==> config.mk <==
export PLATFORM = sky130hd
export DESIGN_NAME = ikarm_sine
export DESIGN_NICKNAME = d
export VERILOG_FILES = /design/src/hdl/ikarm_pkg.sv /design/src/hdl/ikarm_sine.sv
export SDC_FILE = /design/constraint.sdc
export NUM_CORES = 2
export LEC_CHECK = 0
export BUFFER_PORTS_ARGS = -buffer_cell sky130_fd_sc_hd__buf_2
export CORE_MARGIN = 2
export CORE_UTILIZATION = 58
export CTS_BUF_LIST = sky130_fd_sc_hd__clkbuf_16
export DETAILED_ROUTE_END_ITERATION = 8
export PLACE_DENSITY_LB_ADDON = 0.05
export SYNTH_ARGS = -nofsm -noshare
export SYNTH_HDL_FRONTEND = slang
export SYNTH_SLANG_ARGS = --single-unit
==> constraint.sdc <==
create_clock -name clk -period 8.3 [get_ports clk]
set_clock_uncertainty 0.2 [all_clocks]
set_input_delay 1.66 -clock clk [delete_from_list [all_inputs] [get_ports clk]]
set_output_delay 1.66 -clock clk [all_outputs]
set_load 0.01 [all_outputs]
==> src/hdl/ikarm_pkg.sv <==
// ----------------------------------------------------------------------------
// ikarm_pkg
// Shared widths, register indexes and the arctangent table for the
// two-link arm inverse kinematics block.
// ----------------------------------------------------------------------------
package ikarm_pkg;

    localparam int COORD_W    = 24;
    localparam int LEN_W      = 23;
    localparam int ANGLE_W    = 20;
    localparam int TABLE_LEN  = 28;
    localparam int NORM_LIM   = 40;   // operands are doubled up to 2^40
    localparam int NORM_STEPS = 7;    // shifts of 32,16,8,4,2,1 and a final 1

    typedef logic signed [COORD_W-1:0] coord_t;
    typedef logic        [LEN_W-1:0]   len_t;
    typedef logic signed [ANGLE_W-1:0] angle_t;

    localparam logic CFG_UPPER = 1'b0;
    localparam logic CFG_LOWER = 1'b1;

    localparam len_t LEN_RESET = 23'd1966;

    localparam logic [31:0] PI_Q30      = 32'd3373259426;
    localparam logic [31:0] HALF_PI_Q30 = 32'd1686629713;

    // atan(2^-i) in Q.30
    localparam logic [31:0] ATAN_Q30 [0:TABLE_LEN-1] = '{
        32'd843314857, 32'd497837830, 32'd263043837, 32'd133525159,
        32'd67021687,  32'd33543516,  32'd16775851,  32'd8388437,
        32'd4194283,   32'd2097149,   32'd1048576,   32'd524288,
        32'd262144,    32'd131072,    32'd65536,     32'd32768,
        32'd16384,     32'd8192,      32'd4096,      32'd2048,
        32'd1024,      32'd512,       32'd256,       32'd128,
        32'd64,        32'd32,        32'd16,        32'd8
    };

    // Q.30 angle rounded half up to f fractional bits
    function automatic logic [32:0] qang(input logic [31:0] a, input int f);
        logic [32:0] r;
        r = ({1'b0, a} + (33'd1 << (29 - f))) >> (30 - f);
        return r;
    endfunction

endpackage

==> src/hdl/ikarm_sine.sv <==
// ----------------------------------------------------------------------------
// ikarm_sine
// Signed cosine, sine by a digit-by-digit square root (one result bit per
// stage), and the operands of the second arctangent.
// ----------------------------------------------------------------------------
module ikarm_sine #(
    parameter int FRAC_BITS = 16
) (
    input  logic                       clk,
    input  logic                       en,
    input  logic [FRAC_BITS:0]         q,
    input  logic                       neg,
    input  ikarm_pkg::len_t            l1,
    input  ikarm_pkg::len_t            l2,
    output logic signed [FRAC_BITS+1:0]  d,
    output logic [FRAC_BITS:0]         s,
    output logic signed [FRAC_BITS+25:0] by,
    output logic signed [FRAC_BITS+25:0] bx
);
    import ikarm_pkg::*;

    localparam int F  = FRAC_BITS;
    localparam int VW = 2*F + 2;
    localparam int BW = F + 26;

    logic signed [F+1:0] d1_reg;
    logic [VW-1:0]       qq_reg;

    logic [VW-1:0]       v_reg [0:F+1];
    logic [VW-1:0]       r_reg [0:F+1];
    logic signed [F+1:0] ds_reg [0:F+1];
    logic [VW-1:0]       v_next [1:F+1];
    logic [VW-1:0]       r_next [1:F+1];

    logic signed [BW-1:0] by_m_reg, p_m_reg;
    logic signed [F+1:0]  d_m_reg;
    logic [F:0]           s_m_reg;

    logic signed [BW-1:0] by_reg, bx_reg;
    logic signed [F+1:0]  d_reg;
    logic [F:0]           s_reg;

    logic signed [BW-1:0] by_prod, p_prod;

    always_comb
    begin
        logic [VW-1:0] bitv;
        for (int k = 0; k <= F; k++)
        begin
            bitv = VW'(1) << (2*(F-k));
            if (v_reg[k] >= r_reg[k] + bitv)
            begin
                v_next[k+1] = v_reg[k] - (r_reg[k] + bitv);
                r_next[k+1] = (r_reg[k] >> 1) + bitv;
            end
            else
            begin
                v_next[k+1] = v_reg[k];
                r_next[k+1] = r_reg[k] >> 1;
            end
        end
    end

    assign by_prod = $signed({1'b0, l2}) * $signed({1'b0, r_reg[F+1][F:0]});
    assign p_prod  = $signed({1'b0, l2}) * ds_reg[F+1];

    always_ff @(posedge clk)
    begin
        if (en)
        begin
            d1_reg <= neg ? -$signed({1'b0, q}) : $signed({1'b0, q});
            qq_reg <= q * q;

            v_reg[0]  <= (VW'(1) << (2*F)) - qq_reg;
            r_reg[0]  <= '0;
            ds_reg[0] <= d1_reg;

            for (int k = 1; k <= F+1; k++)
            begin
                v_reg[k]  <= v_next[k];
                r_reg[k]  <= r_next[k];
                ds_reg[k] <= ds_reg[k-1];
            end

            by_m_reg <= by_prod;
            p_m_reg  <= p_prod;
            d_m_reg  <= ds_reg[F+1];
            s_m_reg  <= r_reg[F+1][F:0];

            by_reg <= by_m_reg;
            bx_reg <= $signed(BW'({l1, {F{1'b0}}})) + p_m_reg;
            d_reg  <= d_m_reg;
            s_reg  <= s_m_reg;
        end
    end

    assign d  = d_reg;
    assign s  = s_reg;
    assign by = by_reg;
    assign bx = bx_reg;

endmodule

==> flow_metrics.env <==
export IMPL_multi_input_area_um2=42000
export IMPL_synth_top_area_cell="edfxtp_1"
export IMPL_worstPathArrival_ps=8030
export IMPL_final_cell_mix="1,359 x inv_1, 1,305 x edfxtp_1, 845 x fa_1"
export IMPL_largest_register_ffs=552
export IMPL_layout_nets=9129
export IMPL_p_total_mw=41.1
export IMPL_antenna_left=0
export IMPL_insertion_delay_ps=790
export IMPL_drive_above_1_share_pct=8.20
export IMPL_cts_root_buf="clkbuf_16"
export IMPL_hold_viol=0
export IMPL_ctsHtreeMaxLevel=4
export IMPL_drc=0
export IMPL_routedWlPerCell_um=18.1
export IMPL_rsz0062_at_grt="false"
export IMPL_synth_edf_count=1305
export IMPL_cts_tree="built"
export IMPL_cts_sinks=1305
export IMPL_drv_slew=0
export IMPL_p_sw_mw=16.6
export IMPL_vdd_ir_drop_max_v=0.000823
export IMPL_final_cell_area_um2=95900
export IMPL_worstSetupEndpointType="flip-flop"
export IMPL_ys_seq_elements=1305
export IMPL_grt_pass1_vias=55000
export IMPL_fp_row_count=142
export IMPL_crit_type="input pin to flip-flop"
export IMPL_worst_hold_slack_ps=180
export IMPL_setup_violations=0
export IMPL_intPower_mw=24.5
export IMPL_maxCapViolCount=0
export IMPL_postSynthCellCount=7366
export IMPL_seq_area_um2=39200
export IMPL_core_um2=149000
export IMPL_reg2regPathDepth=20
export IMPL_crit_fanout=17
export IMPL_yosysWarningCount=0
export IMPL_mostFrequentLayoutCell="inv_1"
export IMPL_cts_setup_buffers=0
export IMPL_ioPinCount=185
export IMPL_die_h_um=391
export IMPL_ys_flop_type="edfxtp_1"
export IMPL_slew_limit_headroom_pct=17.2
export IMPL_io_buffers=182
export IMPL_fin_crit_ps=7710
export IMPL_fill_cells=11700
export IMPL_async_reset_ff_share_pct=0
export IMPL_placed_cell_area_um2=91200
export IMPL_finalCritPeriodShare_pct=92.9
export IMPL_wirelength_um=177000
export IMPL_area_delta_synth_final_pct=10.3
export IMPL_cts_resized=0
export IMPL_hp_class="flip-flop to flip-flop"
export IMPL_whs_path_depth=0
export IMPL_yosysUniqueCellTypes=90
export IMPL_gr_total_overflow=0
export IMPL_clockPowerShare_pct=15.2
export IMPL_dp_slack_ps=-134
export IMPL_yosysSeqAreaShare_pct=45.0
export IMPL_combPwrFrac_pct=59.5
export IMPL_status="finished clean"
export IMPL_die_w_um=391
export IMPL_post_dp_hpwl_um=135000
export IMPL_postCtsHoldBufs=0
export IMPL_grt_start_max_net_pins=209
export IMPL_worstMarginPinSlew_ps=1240
export IMPL_cts_buffers_inserted=139
export IMPL_synth_top_area_share_pct=45.0
export IMPL_die_area_um2=153000
export IMPL_required_ps=8620
export IMPL_cts_buffer_depth=3
export IMPL_gp_congestion=0.888
export IMPL_p_sw_share_pct=40.5
export IMPL_synth_cell_area_um2=87000
export IMPL_startpoint_type="input pin"
export IMPL_power_per_cell_area_nw_per_um2=428
export IMPL_grt_pass1_wl_um=289000
export IMPL_clkTransAtPathRegs_ps=60
export IMPL_viasPerCell=5.37
export IMPL_synth_area_top_cells="edfxtp_1 45%, fa_1 19%, ha_1 8.0%"
export IMPL_fin_ws_ps=593
export IMPL_drt_iter0_drc=3210
export IMPL_drt_pass1_iter_count=6
export IMPL_vias=52600
export IMPL_seqPwrFrac_pct=25.3
export IMPL_track_usage_pct=24.1
export IMPL_start_util_pct=58.2
export IMPL_fmax_mhz=130
export IMPL_avgSynthCellArea_um2=11.8
export IMPL_antenna_found_initial=3
export IMPL_leakage_nw=42.1
## cells by family after synthesis
kind of cell	Yosys count	share of synthesized area, %
xor gates and xnor gates	378	3.80
and+or+nand+nor	1916	10.9
adders and majority gates	1399	27.4
muxes	24	0.302
buffers and inverters	1558	6.75
DFF	1305	45.0
other	1	0.00431
AOI/OAI and AO/OA	785	5.82
## cell type report
cell class / count / share of cell area (%)
diodes: 3 / 0.00782
clock buffers: 139 / 3.63
clock inverters: 110 / 1.27
inverters: 1332 / 5.21
multi-input cells: 4504 / 43.7
flip-flops and latches: 1305 / 40.8
well taps: 2016 / 2.63
repair buffers: 382 / 2.67
## layer usage
layer / vias to the layer above / global-route usage, % / part of all wire, %
li1: 24800 / - / -
met1: 26400 / 31.2 / 42
met2: 1116 / 41.8 / 50
met3: 269 / 3.57 / 4.7
met4: 2 / 8.27 / 3.2
met5: - / 0 / 0.0039
## cells in the mapped netlist, types with 19 or more instances
master	number
nand4_1	33
nor2b_1	67
nor3_1	96
fa_1	845
nand3_1	51
nor4b_1	19
o21ai_0	199
nand2b_1	64
or4_1	20
o21bai_1	19
or3_1	33
nor2_1	222
ha_1	554
a21o_1	120
xnor2_1	235
xor2_1	143
and2_1	367
clkbuf_1	210
a21oi_1	195
o31ai_1	39
nand2_1	786
nor4_1	72
o21a_1	54
and3_1	25
edfxtp_1	1305
a31oi_1	28
inv_1	1330
## power by group through the flow
stage | clock [mW] | combinational [mW] | sequential, mW
after global placement | 0 | 24.3 | 10.5
after floorplan | 0 | 17.5 | 10.3
after global routing | 6.64 | 27.9 | 10.5
after CTS | 6.40 | 24.7 | 10.4
after detailed placement | 0 | 24.5 | 10.5
final | 6.23 | 24.5 | 10.4
## critical path: stages
cell and delay (ps):
buf_2 350, buf_4 220, nand2_1 60, fa_1 500, fa_1 460, fa_1 530
fa_1 550, inv_1 50, fa_1 490, inv_1 50, fa_1 480, inv_1 40
ha_1 360, and3_1 260, nand3_1 120, nor4b_1 630, or3_1 330, a21oi_1 130
o21a_1 220, o211a_1 220, a311o_1 310
## metrics by stage
step                      utilization, %  instances  setup TNS (ps)
after CTS                           64.2       9788               0
after global routing                64.2       9789               0
after global placement              61.1       9539           -54.4
final                               64.2       9791               0
after detailed placement            61.1       9539            -177
after floorplan                        -       7367               0
## final timing paths
path	from	end	slack [ps]
worst max-delay path	l2[7]	by_m_reg[37]	590
worst min-delay path	d_m_reg[12]	d[12]	180
worst max register to register	r_reg[17][6]	by_m_reg[37]	750
worst min register to register	d_m_reg[12]	d[12]	180
Note: power is estimated with default switching activity, not from simulation.
